## src/rtl/rotate_xor_random_range_core_defines.svh

```systemverilog
// Assertion macros shared by the rotate-xor random range block.
`ifndef ROTATE_XOR_RANDOM_RANGE_CORE_DEFINES_SVH
`define ROTATE_XOR_RANDOM_RANGE_CORE_DEFINES_SVH

// Same-cycle implication, checked on every rising edge outside reset.
`define RXR_ASSERT_NOW(label, ante, cons, msg) \
    label: assert property (@(posedge clk) disable iff (!rst_n) (ante) |-> (cons)) \
        else $error(msg);

// Next-cycle implication, checked on every rising edge outside reset.
`define RXR_ASSERT_NEXT(label, ante, cons, msg) \
    label: assert property (@(posedge clk) disable iff (!rst_n) (ante) |=> (cons)) \
        else $error(msg);

`endif

```

## src/rtl/rxr_pkg.sv

```systemverilog
// Types, constants and the seed update function of the rotate-xor random range block.
package rxr_pkg;

    localparam int unsigned SEED_W     = 16;
    localparam int unsigned SPAN_W     = 17;
    localparam int unsigned DIVIDEND_W = 15;
    localparam int unsigned CNT_W      = 4;

    localparam logic [SEED_W-1:0] SEED_ADD   = 16'h9248;
    localparam logic [SEED_W-1:0] SEED_XOR   = 16'h9248;
    localparam logic [SEED_W-1:0] SEED_INC   = 16'h0011;
    localparam logic [CNT_W-1:0]  DIV_STEPS  = 4'd15;

    localparam logic MODE_LOAD = 1'b0;
    localparam logic MODE_DRAW = 1'b1;

    typedef enum logic
    {
        ST_IDLE,
        ST_DIVIDE
    } state_t;

    // Start request for the remainder unit.
    typedef struct packed
    {
        logic                  start;
        logic [DIVIDEND_W-1:0] dividend;
        logic [SPAN_W-1:0]     divisor;
    } rem_ctrl_t;

    // Add, rotate right by three, xor, add; all modulo 2^16.
    function automatic logic [SEED_W-1:0] advance_seed(input logic [SEED_W-1:0] s);
        logic [SEED_W-1:0] a;
        a = s + SEED_ADD;
        a = {a[2:0], a[SEED_W-1:3]};
        a = a ^ SEED_XOR;
        a = a + SEED_INC;
        return a;
    endfunction

endpackage

```

## src/rtl/rxr_rem_unit.sv

```systemverilog
// Restoring remainder unit: one quotient bit per cycle over a 15-bit dividend.
module rxr_rem_unit
(
    input  logic                          clk,
    input  logic                          rst_n,
    input  rxr_pkg::rem_ctrl_t            ctrl,
    output logic                          busy,
    output logic [rxr_pkg::SEED_W-1:0]    remainder
);
    import rxr_pkg::*;

    logic [CNT_W-1:0]      cnt_reg;
    logic [CNT_W-1:0]      cnt_next;
    logic [SEED_W-1:0]     rem_reg;
    logic [SEED_W-1:0]     rem_next;
    logic [DIVIDEND_W-1:0] quo_reg;
    logic [DIVIDEND_W-1:0] quo_next;
    logic [SPAN_W-1:0]     div_reg;
    logic [SPAN_W-1:0]     div_next;
    logic [SPAN_W-1:0]     trial;
    logic [SPAN_W-1:0]     diff;

    assign busy      = (cnt_reg != '0);
    assign remainder = rem_reg;

    // The partial remainder stays below the divisor, so the trial fits 17 bits.
    assign trial = {rem_reg, quo_reg[DIVIDEND_W-1]};
    assign diff  = trial - div_reg;

    always_comb
    begin
        cnt_next = cnt_reg;
        rem_next = rem_reg;
        quo_next = quo_reg;
        div_next = div_reg;
        if (ctrl.start)
        begin
            cnt_next = DIV_STEPS;
            rem_next = '0;
            quo_next = ctrl.dividend;
            div_next = ctrl.divisor;
        end
        else if (busy)
        begin
            cnt_next = cnt_reg - 1'b1;
            quo_next = {quo_reg[DIVIDEND_W-2:0], 1'b0};
            if (trial >= div_reg)
            begin
                rem_next = diff[SEED_W-1:0];
            end
            else
            begin
                rem_next = trial[SEED_W-1:0];
            end
        end
    end

    always_ff @(posedge clk or negedge rst_n)
    begin
        if (!rst_n)
        begin
            cnt_reg <= '0;
        end
        else
        begin
            cnt_reg <= cnt_next;
        end
    end

    always_ff @(posedge clk)
    begin
        rem_reg <= rem_next;
        quo_reg <= quo_next;
        div_reg <= div_next;
    end

endmodule

```

## src/rtl/rotate_xor_random_range_core.sv

```systemverilog
// Top level of the rotate-xor random range generator.
//
//  Channel   Direction  Payload
//  s_axis    in         tuser: mode; tdata: seed_value, range_low, range_high
//  m_axis    out        tuser: range_error; tdata: value
//
// A load item gives no result. A draw item runs in order: the accept cycle
// advances the seed and forms the span, the restoring remainder unit then works
// one quotient bit at a time, and the last step adds the lower bound into the
// output register. Reset clears the seed to zero and leaves the block idle with
// no result pending. The input side is ready whenever no draw is in progress,
// even while a finished result still waits in the output register; a draw that
// completes while that register is still full waits until it is taken.
module rotate_xor_random_range_core
(
    input  logic        clk,
    input  logic        rst_n,
    input  logic        s_axis_tvalid,
    output logic        s_axis_tready,
    input  logic [47:0] s_axis_tdata,   // seed_value[15:0], range_low[31:16], range_high[47:32]
    input  logic        s_axis_tuser,   // mode
    output logic        m_axis_tvalid,
    input  logic        m_axis_tready,
    output logic [15:0] m_axis_tdata,   // value[15:0]
    output logic        m_axis_tuser    // range_error
);
    import rxr_pkg::*;
    `include "rotate_xor_random_range_core_defines.svh"

    state_t            state_reg;
    state_t            state_next;
    logic [SEED_W-1:0] seed_reg;
    logic [SEED_W-1:0] seed_next;
    logic [SEED_W-1:0] lo_reg;
    logic [SEED_W-1:0] lo_next;
    logic              err_reg;
    logic              err_next;
    logic              out_valid_reg;
    logic              out_valid_next;
    logic [SEED_W-1:0] out_value_reg;
    logic [SEED_W-1:0] out_value_next;
    logic              out_err_reg;
    logic              out_err_next;

    logic              in_accept;
    logic              out_free;
    logic [SEED_W-1:0] in_seed;
    logic [SEED_W-1:0] in_low;
    logic [SEED_W-1:0] in_high;
    logic [SEED_W-1:0] seed_adv;
    logic [SPAN_W-1:0] bound_diff;
    rem_ctrl_t         rem_ctrl;
    logic              rem_busy;
    logic [SEED_W-1:0] rem_value;

    assign in_seed = s_axis_tdata[15:0];
    assign in_low  = s_axis_tdata[31:16];
    assign in_high = s_axis_tdata[47:32];

    assign s_axis_tready = (state_reg == ST_IDLE);
    assign in_accept     = s_axis_tvalid && s_axis_tready;
    assign out_free      = !out_valid_reg || m_axis_tready;

    assign m_axis_tvalid = out_valid_reg;
    assign m_axis_tdata  = out_value_reg;
    assign m_axis_tuser  = out_err_reg;

    assign seed_adv = advance_seed(seed_reg);

    // The bounds are sign-extended to 17 bits; a negative difference means the
    // bounds are reversed. Otherwise difference plus one is a span of 1 to 65536.
    assign bound_diff = {in_high[SEED_W-1], in_high} - {in_low[SEED_W-1], in_low};

    always_comb
    begin
        rem_ctrl.start    = in_accept && (s_axis_tuser == MODE_DRAW);
        rem_ctrl.dividend = seed_adv[DIVIDEND_W-1:0];
        rem_ctrl.divisor  = bound_diff + 1'b1;
    end

    rxr_rem_unit u_rem
    (
        .clk       (clk),
        .rst_n     (rst_n),
        .ctrl      (rem_ctrl),
        .busy      (rem_busy),
        .remainder (rem_value)
    );

    always_comb
    begin
        state_next     = state_reg;
        seed_next      = seed_reg;
        lo_next        = lo_reg;
        err_next       = err_reg;
        out_valid_next = out_valid_reg;
        out_value_next = out_value_reg;
        out_err_next   = out_err_reg;

        if (out_valid_reg && m_axis_tready)
        begin
            out_valid_next = 1'b0;
        end

        case (state_reg)
            ST_IDLE:
            begin
                if (in_accept)
                begin
                    if (s_axis_tuser == MODE_LOAD)
                    begin
                        seed_next = in_seed;
                    end
                    else
                    begin
                        seed_next  = seed_adv;
                        lo_next    = in_low;
                        err_next   = bound_diff[SPAN_W-1];
                        state_next = ST_DIVIDE;
                    end
                end
            end
            ST_DIVIDE:
            begin
                // Reversed bounds still run the unit; its remainder is then ignored.
                if (!rem_busy && out_free)
                begin
                    out_valid_next = 1'b1;
                    out_err_next   = err_reg;
                    out_value_next = err_reg ? lo_reg : lo_reg + rem_value;
                    state_next     = ST_IDLE;
                end
            end
            default:
            begin
                state_next = ST_IDLE;
            end
        endcase
    end

    always_ff @(posedge clk or negedge rst_n)
    begin
        if (!rst_n)
        begin
            state_reg     <= ST_IDLE;
            seed_reg      <= '0;
            out_valid_reg <= 1'b0;
        end
        else
        begin
            state_reg     <= state_next;
            seed_reg      <= seed_next;
            out_valid_reg <= out_valid_next;
        end
    end

    always_ff @(posedge clk)
    begin
        lo_reg        <= lo_next;
        err_reg       <= err_next;
        out_value_reg <= out_value_next;
        out_err_reg   <= out_err_next;
    end

    // The remainder unit must be idle whenever the block takes a new item.
    `RXR_ASSERT_NOW(a_idle_unit_free, state_reg == ST_IDLE, !rem_busy, "remainder unit busy while idle")

    // A draw item starts the remainder unit in the next cycle.
    `RXR_ASSERT_NEXT(a_draw_starts, in_accept && s_axis_tuser == MODE_DRAW, state_reg == ST_DIVIDE && rem_busy, "draw did not start the remainder unit")

    // A finished draw with room at the output produces a result.
    `RXR_ASSERT_NEXT(a_draw_delivers, state_reg == ST_DIVIDE && !rem_busy && out_free, m_axis_tvalid && state_reg == ST_IDLE, "finished draw gave no result")

endmodule
```

## config.mk

```make
export PLATFORM = sky130hd
export DESIGN_NAME = rotate_xor_random_range_core
export DESIGN_NICKNAME = d
export VERILOG_FILES = /design/src/rtl/rxr_pkg.sv /design/src/rtl/rxr_rem_unit.sv /design/src/rtl/rotate_xor_random_range_core.sv
export VERILOG_INCLUDE_DIRS = /design/src /design/src/rtl
export SDC_FILE = /design/constraint.sdc
export NUM_CORES = 1
export LEC_CHECK = 0
export ABC_CLOCK_PERIOD_IN_PS = 3390
export BUFFER_PORTS_ARGS = -buffer_cell sky130_fd_sc_hd__clkbuf_2
export CAP_MARGIN = 10
export CELL_PAD_IN_SITES_DETAIL_PLACEMENT = 1
export CELL_PAD_IN_SITES_GLOBAL_PLACEMENT = 1
export CORE_ASPECT_RATIO = 0.7
export CORE_MARGIN = 1
export CORE_UTILIZATION = 30
export DETAILED_ROUTE_END_ITERATION = 7
export PLACE_DENSITY_LB_ADDON = 0.15
export SYNTH_ARGS = -nofsm -noshare
export SYNTH_HDL_FRONTEND = slang
export SYNTH_SLANG_ARGS = --single-unit
```

## constraint.sdc

```tcl
create_clock -name clk -period 3.39 [get_ports clk]
set_input_delay 0.339 -clock clk [delete_from_list [all_inputs] [get_ports clk]]
set_output_delay 0.339 -clock clk [all_outputs]
set_load 0.02 [all_outputs]
```

==> metrics.md, run 1 <==
| Metric | Value |
|---|---|
| Crit Path Max Fanout | `5` |
| Ys async rst share | `21.2%` |
| WP buf/inv | `1` |
| Mapped Area | `7190 um^2` |
| Final setup fails | `0` |
| Commonest non-fill, non-tap cell in the layout | `nand2_1` |
| Setup TNS | `0 ns` |
| CTS Buf Count | `9` |
| Ys flop type | `edfxtp_1` |
| Final Skew | `a little over 0.01 ns` |
| RSZ-0062 raised after global routing | `no` |
| CTS root buffer | `clkbuf_16` |
| Residual DRC | `0` |
| Least-Margin Pin Slew | `~1.1 ns` |
| Global-route wire length before repair | `30,900 um` |
| Syn. warnings | `0` |
| Max Freq | `319 MHz` |
| Core area | `23,600 um^2` |
| Power Dens Cells | `821 nW/um^2` |
| Largest net degree at the start of global routing | `34` |
| Post-Syn Nets | `between 800 and 900` |
| R2R Path End | `u_rem.remainder[14]` |
| Fin crit share | `92.4%` |
| Layout area overhead | `14.2%` |
| Vias | `roughly 5,700` |
| Antenna cells | `0` |
| Synth cell types | `72` |
| Flop2flop setup slack | `0.26 ns` |
| Slew headroom | `between 20% and 30%` |
| IO buf count | `71` |
| Synth area leader | `edfxtp_1` |
| CP max stage delay | `0.45 ns` |
| Final Hold Vio Count | `0` |
| Initial core utilization | `30.5%` |
| CTS tree | `yes` |
| CP top delay family | `compound AO/OA/AOI/OAI gates` |
| Placed inst area | `~7900 um^2` |
| Clk pin slew, worst setup/hold paths | `0.07 ns` |
| Share of cells above drive strength 1 | `14.2%` |
| Leak | `3.45 nW` |
| Post-route minimum period | `3.13 ns` |
| FP Rows | `47` |
| RD Place Congestion | `0.785` |
| Critical path class | `reg2reg` |
| Critical R2R Launch | `u_rem.remainder[1]` |
| Die height | `between 100 and 150 um` |
| Drt via density | `4.90` |
| Clock Latency Late Sink | `between 0.3 and 0.4 ns` |
| Post-DRT Antenna Nets | `0` |
| Die X | `187 um` |
| R2R cell count | `11` |
| Maximum clock insertion buffer count | `2` |
| Cts-stage hold buffer count | `0` |
| Number of synthesized flops with an enable pin | `66` |
| HPWL Detailed | `about 15,000 um` |
| Crit end category | `flip-flop` |
| WL final | `19,300 um` |
| Hold Crit Class | `in2async` |
| Post-layout util | `approximately a third` |
| Max-cap check violation count | `0` |
| CTS sink count | `approximately 100` |
| Yosys reg bits | `104` |
| CTS H-tree depth | `3` |
| Proportion of netlist area held by the largest area contributor | `27.5%` |
| Routed wire per std cell | `16.5 um` |
| Cells after synthesis | `782` |
| Number of global-route vias before repair | `about 5,400` |
| Seq/Total Area, Yosys | `between 30% and 40%` |
| Boundary pin count | `72` |
| Peak VDD IR | `263 uV` |
| Top post-synthesis cells by area | `edfxtp_1, ha_1, dfrtp_1` |
| Crit path DAT | `about 3.4 ns` |
| Worst hold margin | `0.00996 ns` |
| Outcome | `finished clean` |
| Syn avg cell area | `9.20 um^2` |
| Final instance area | `roughly 8000 um^2` |
| Gr ovfl total | `0` |
| Slowest cell on crit path | `dfxtp_1` |
| Setup crit start kind | `flip-flop` |
| DR pass1 iterations | `4` |
| DR iter-0 viols | `300` |
| Max reg flops | `17` |
| CP Cell Sequence | `ha_1 > nor2b_1 > o21ai_0 > a21boi_0 > o311ai_0 > buf_4 > a21oi_1 > o21ai_0 > mux2i_1 > a21oi_1 > or2_2` |
| Most frequent cells in the layout | `nand2_1, clkbuf_2, o21ai_0, edfxtp_1, inv_1` |
| Required time of the critical path | `3.63 ns` |
| Total GRT Usage | `roughly 16%` |
| Die area | `24,600 um^2` |
| Antenna violations before repair | `0` |
| Nets@finish | `960` |
| Final Max Tran Viols | `0` |
[report_power, final]
group / switching, mW / internal [mW] / total [mW]
logic: 1.99 / 1.55 / 3.54
clock network: 0.479 / 0.524 / 1.00
registers: 0.399 / 1.81 / 2.20
total: 2.86 / 3.88 / 6.75
[cell type report]
type                       count  area (um^2)
clock inverter                 2         17.5
clock buffer                  14          254
timing repair buffer          82          450
sequential                   104         2850
multi-input combinational    591         4010
inverter                      62          233
tap                          318          398
fill                        2757        15400
[synth_stat cells, types with 5 or more instances]
cell type  instances
a211oi_1          13
a21boi_0           8
mux2i_1           15
a31oi_1            6
o21ai_1            6
nand2_1           82
nand3_1           20
nand2b_1           8
ha_1              54
nor2b_1           15
dfxtp_1           16
clkbuf_1          20
a21o_1             9
o211ai_1           6
edfxtp_1          66
nor2_1            55
xnor2_1           47
a21oi_1           43
o21a_1            11
nor3_1            20
xor2_1            19
dfrtp_1           22
or3_1              7
inv_1             62
o21ai_0           66
and3_1             5
[routing by layer]
metal	wire (um)	global-route usage, %
met2	6940	19.9
met4	123	2.60
met1	11800	27.4
met3	427	2.83
met5	0	0
[metrics by stage]
stage          instances  setup WS, ns  total power, mW
2_1_floorplan        782         0.730             4.81
3_3_place_gp        1157         0.207             5.74
3_5_place_dp        1157         0.171             5.74
4_1_cts             1173         0.224             6.79
5_1_grt             1173        0.0332             7.34
6_report            1173         0.257             6.75
[kinds of logic after synthesis]
family          count (synthesis)  share of synthesized area, %
simple gates                  240                          16.0
compound gates                211                          18.9
flops                         104                          39.7
buf+inv                        87                          4.78
xor+xnor                       66                          8.03
fa+ha+maj                      57                          10.2
mux                            17                          2.40
[worst max-delay path by stage]
| stage | end | start | cells past startpoint | slack (ns) |
|---|---|---|---|---|
| 2_1_floorplan | u_rem.div_reg[16] | s_axis_tdata[32] | 12 | 0.73 |
| 3_3_place_gp | u_rem.div_reg[16] | s_axis_tdata[16] | 12 | 0.21 |
| 3_5_place_dp | u_rem.div_reg[16] | s_axis_tdata[16] | 12 | 0.17 |
| 4_1_cts | m_axis_tdata[14] | u_rem.remainder[0] | 12 | 0.22 |
| 5_1_grt | u_rem.quo_reg[14] | seed_reg[4] | 10 | 0.03 |
| 6_report | u_rem.remainder[14] | u_rem.remainder[1] | 11 | 0.26 |
[timing repair]
item	CTS	global route
resized for setup	0	2
buffers inserted	0	0
setup endpoints to repair	0	1
No activity file was read; power rests on OpenSTA's default activity.
==> inputs of run 2 (changes only) <==
--- a/config.mk
+++ b/config.mk
@@ -6,6 +6,7 @@
 export SDC_FILE = /design/constraint.sdc
 export NUM_CORES = 1
 export LEC_CHECK = 0
+export ABC_AREA = 1
 export ABC_CLOCK_PERIOD_IN_PS = 3390
 export BUFFER_PORTS_ARGS = -buffer_cell sky130_fd_sc_hd__clkbuf_2
 export CAP_MARGIN = 10
==> run 2 against run 1 <==
Compared with the run above: worst hold slack gained 0.15 ns; utilization grew 0.26 points; clock power grew 9%; final cell count grew 23%; fmax grew 24%; sequential power shrank 2%; largest cell class unchanged; non-clock buffer count shrank 2; power grew 6.0%; clock skew grew 0.0044 ns; via count grew 20%; register-to-register slack gained 0.61 ns; combinational power grew 9.9%.
==> metrics.md, run 2 <==
| Metric | Value |
|---|---|
| Die area | `26,200 um^2` |
| Share of cells above drive strength 1 | `11.9%` |
| Flop2flop setup slack | `just under 0.9 ns` |
| RD Place Congestion | `0.846` |
| Pre-CTS WS | `0.727 ns` |
| Syn. warnings | `0` |
| Routed wire per std cell | `16.6 um` |
| Clock Latency Late Sink | `roughly 0.37 ns` |
| Drt via density | `4.78` |
| R2R cell count | `10` |
| CTS sink count | `104` |
| Residual DRC | `0` |
| Outcome | `finished clean` |
| CTS tree | `yes` |
| Nets@finish | `1,223` |
| Hold Path End | `lo_reg[2]` |
| Setup TNS | `0 ns` |
| CTS root buffer | `clkbuf_16` |
| IO buf count | `71` |
| Layout area overhead | `14.0%` |
| Min-delay src | `s_axis_tdata[18]` |
| Core area | `24,900 um^2` |
| Count leader, synth | `nand2_1` |
| Post-DRT Antenna Nets | `0` |
| Syn avg cell area | `roughly 7.4 um^2` |
| Ys flop type | `edfxtp_1` |
| Vias | `6,901` |
| Final Hold Vio Count | `0` |
| Cells after synthesis | `1,036` |
| Initial core utilization | `about 31%` |
| Largest net degree at the start of global routing | `30` |
| Clk pin slew, worst setup/hold paths | `0.08 ns` |
| Global-route wire length before repair | `38,300 um` |
| Synth top cells by count | `nand2_1, inv_1, nand3_1, nor2_1, edfxtp_1` |
| Setup crit start kind | `flip-flop` |
| Post-route minimum period | `2.52 ns` |
| Mapped Area | `7660 um^2` |
| DR iter-0 viols | `357` |
| Hold Crit Class | `in2reg` |
| Post-Syn Nets | `approximately 1,100` |
| Crit Path Max Fanout | `5` |
| Yosys reg bits | `104` |
| CTS H-tree depth | `3` |
| Required time of the critical path | `3.53 ns` |
| Ys async rst share | `a little over a fifth` |
| Leak | `4.37 nW` |
| Worst setup margin | `0.870 ns` |
| Number of global-route vias before repair | `6,775` |
| Proportion of netlist area held by the largest area contributor | `25.9%` |
| Fin crit share | `74.3%` |
| Peak VDD IR | `342 uV` |
| Critical R2R Launch | `lo_reg[2]` |
| Seq/Total Area, Yosys | `37.2%` |
| Max Freq | `397 MHz` |
| Boundary pin count | `72` |
| Maximum clock insertion buffer count | `2` |
| Least-Margin Pin Slew | `0.799 ns` |
| R2R Path End | `m_axis_tdata[11]` |
| Antenna cells | `0` |
| Final setup fails | `0` |
| Resized Gates After CTS | `0` |
| Total GRT Usage | `between 10% and 20%` |
| Crit end category | `flip-flop` |
| Final Skew | `about 0.015 ns` |
| Antenna violations before repair | `0` |
| Gr ovfl total | `0` |
| Power, Total | `7.15 mW` |
| Slew headroom | `46.7%` |
| Number of synthesized flops with an enable pin | `66` |
| Die height | `roughly 140 um` |
| # fillers | `3,144` |
| FP Rows | `48` |
| WL final | `24,000 um` |
| Hold Crit Depth | `1` |
| Synth area leader | `edfxtp_1` |
| CTS Buf Count | `9` |
| DR pass1 iterations | `5` |
| Top post-synthesis cells by area | `edfxtp_1, nand2_1, ha_1` |
| Synth cell types | `48` |
| Power Dens Cells | `819 nW/um^2` |
| RSZ-0062 raised after global routing | `no` |
| Final Max Tran Viols | `0` |
| Commonest non-fill, non-tap cell in the layout | `nand2_1` |
| HPWL Detailed | `19,600 um` |
| Most frequent cells in the layout | `nand2_1, inv_1, nand3_1` |
| Max reg flops | `17` |
| Post-CTS Setup Bufs | `0` |
| Critical path class | `reg2reg` |
| Crit path DAT | `2.66 ns` |
| Die X | `around 190 um` |
| Max-cap check violation count | `0` |
[run 2: cell types whose count changed after synthesis, moves of 10 or more]
cell | before | now
nand3_1 | 20 | 95
o21a_1 | 11 | 1
nor3_1 | 20 | 9
nand2_1 | 82 | 298
nor2_1 | 55 | 84
nor2b_1 | 15 | 0
a211oi_1 | 13 | 1
o21ai_0 | 66 | 42
inv_1 | 62 | 146
mux2i_1 | 15 | 0
nand4_1 | 1 | 16
xnor2_1 | 47 | 8
clkbuf_1 | 20 | 9
a21oi_1 | 43 | 60
[run 2: layer usage]
| metal | global-route usage, % | wire (um) | vias up |
|---|---|---|---|
| met3 | 2.64 | 633 | 8 |
| met2 | 26.7 | 9210 | 75 |
| met1 | 31.3 | 14000 | 3260 |
| met4 | 3.26 | 150 | 0 |
| met5 | 0 | 0 | - |
| li1 | - | - | 3558 |
[run 2: final cells by class]
cell class                      instances  area (um^2)  share of cell area [%]
Clock inverter                          7         71.3                   0.817
Clock buffer                            9          225                    2.58
Timing Repair Buffer                   80          425                    4.87
Multi-Input combinational cell        767         4180                    47.9
Inverter                              151          567                    6.49
Sequential cell                       104         2850                    32.7
Tap cell                              325          407                    4.66
[run 2: worst max-delay path by stage]
stage	startpoint	end	cells after the start
floorplan	u_rem.cnt_reg[0]	m_axis_tdata[0]	4
global placement	s_axis_tdata[32]	u_rem.div_reg[9]	12
detailed placement	s_axis_tdata[16]	u_rem.div_reg[10]	14
CTS	lo_reg[2]	m_axis_tdata[11]	10
global route	seed_reg[3]	u_rem.quo_reg[13]	14
finish	lo_reg[2]	m_axis_tdata[11]	10
[run 2: timing repair]
item | CTS | global route
hold buffers | 1 | 0
setup endpoints to repair | 0 | 0
endpoints found under the hold margin | 10 | 0
[run 2: per-stage QoR]
stage          std cells  cell area [um^2]  hold WS (ns)  utilization (%)
2_1_floorplan       1036              7660        0.0434                -
3_3_place_gp        1426              8420         0.399             33.9
3_5_place_dp        1426              8420         0.396             33.9
4_1_cts             1443              8730         0.151             35.1
5_1_grt             1443              8730         0.156             35.1
6_report            1443              8730         0.163             35.1
[run 2: kinds of logic (layout without fill, tap and decap cells)]
logic type,Yosys count,count (layout),synth area share (%)
xor+xnor,32,32,4.30
flops,104,104,37.2
buf+inv,165,247,8.23
simple gates,534,534,30.1
fa+ha+maj,57,57,9.61
compound gates,144,144,10.5
[run 2: where the power goes]
group / total (mW) / internal (mW) / switching [mW]
registers: 2.16 / 1.81 / 0.355
logic: 3.89 / 1.35 / 2.55
clock network: 1.09 / 0.523 / 0.572
total: 7.15 / 3.68 / 3.47
[run 2: worst max-delay path, cell delays in order (launching register included)]
cell and delay [ns]:
edfxtp_1 0.45, ha_1 0.40, nand3_1 0.09, nand2_1 0.14, a21oi_1 0.10, o21ai_0 0.44
nand3_1 0.26, o21ai_0 0.21, nand2_1 0.07, nand3_1 0.08, nand2_1 0.05
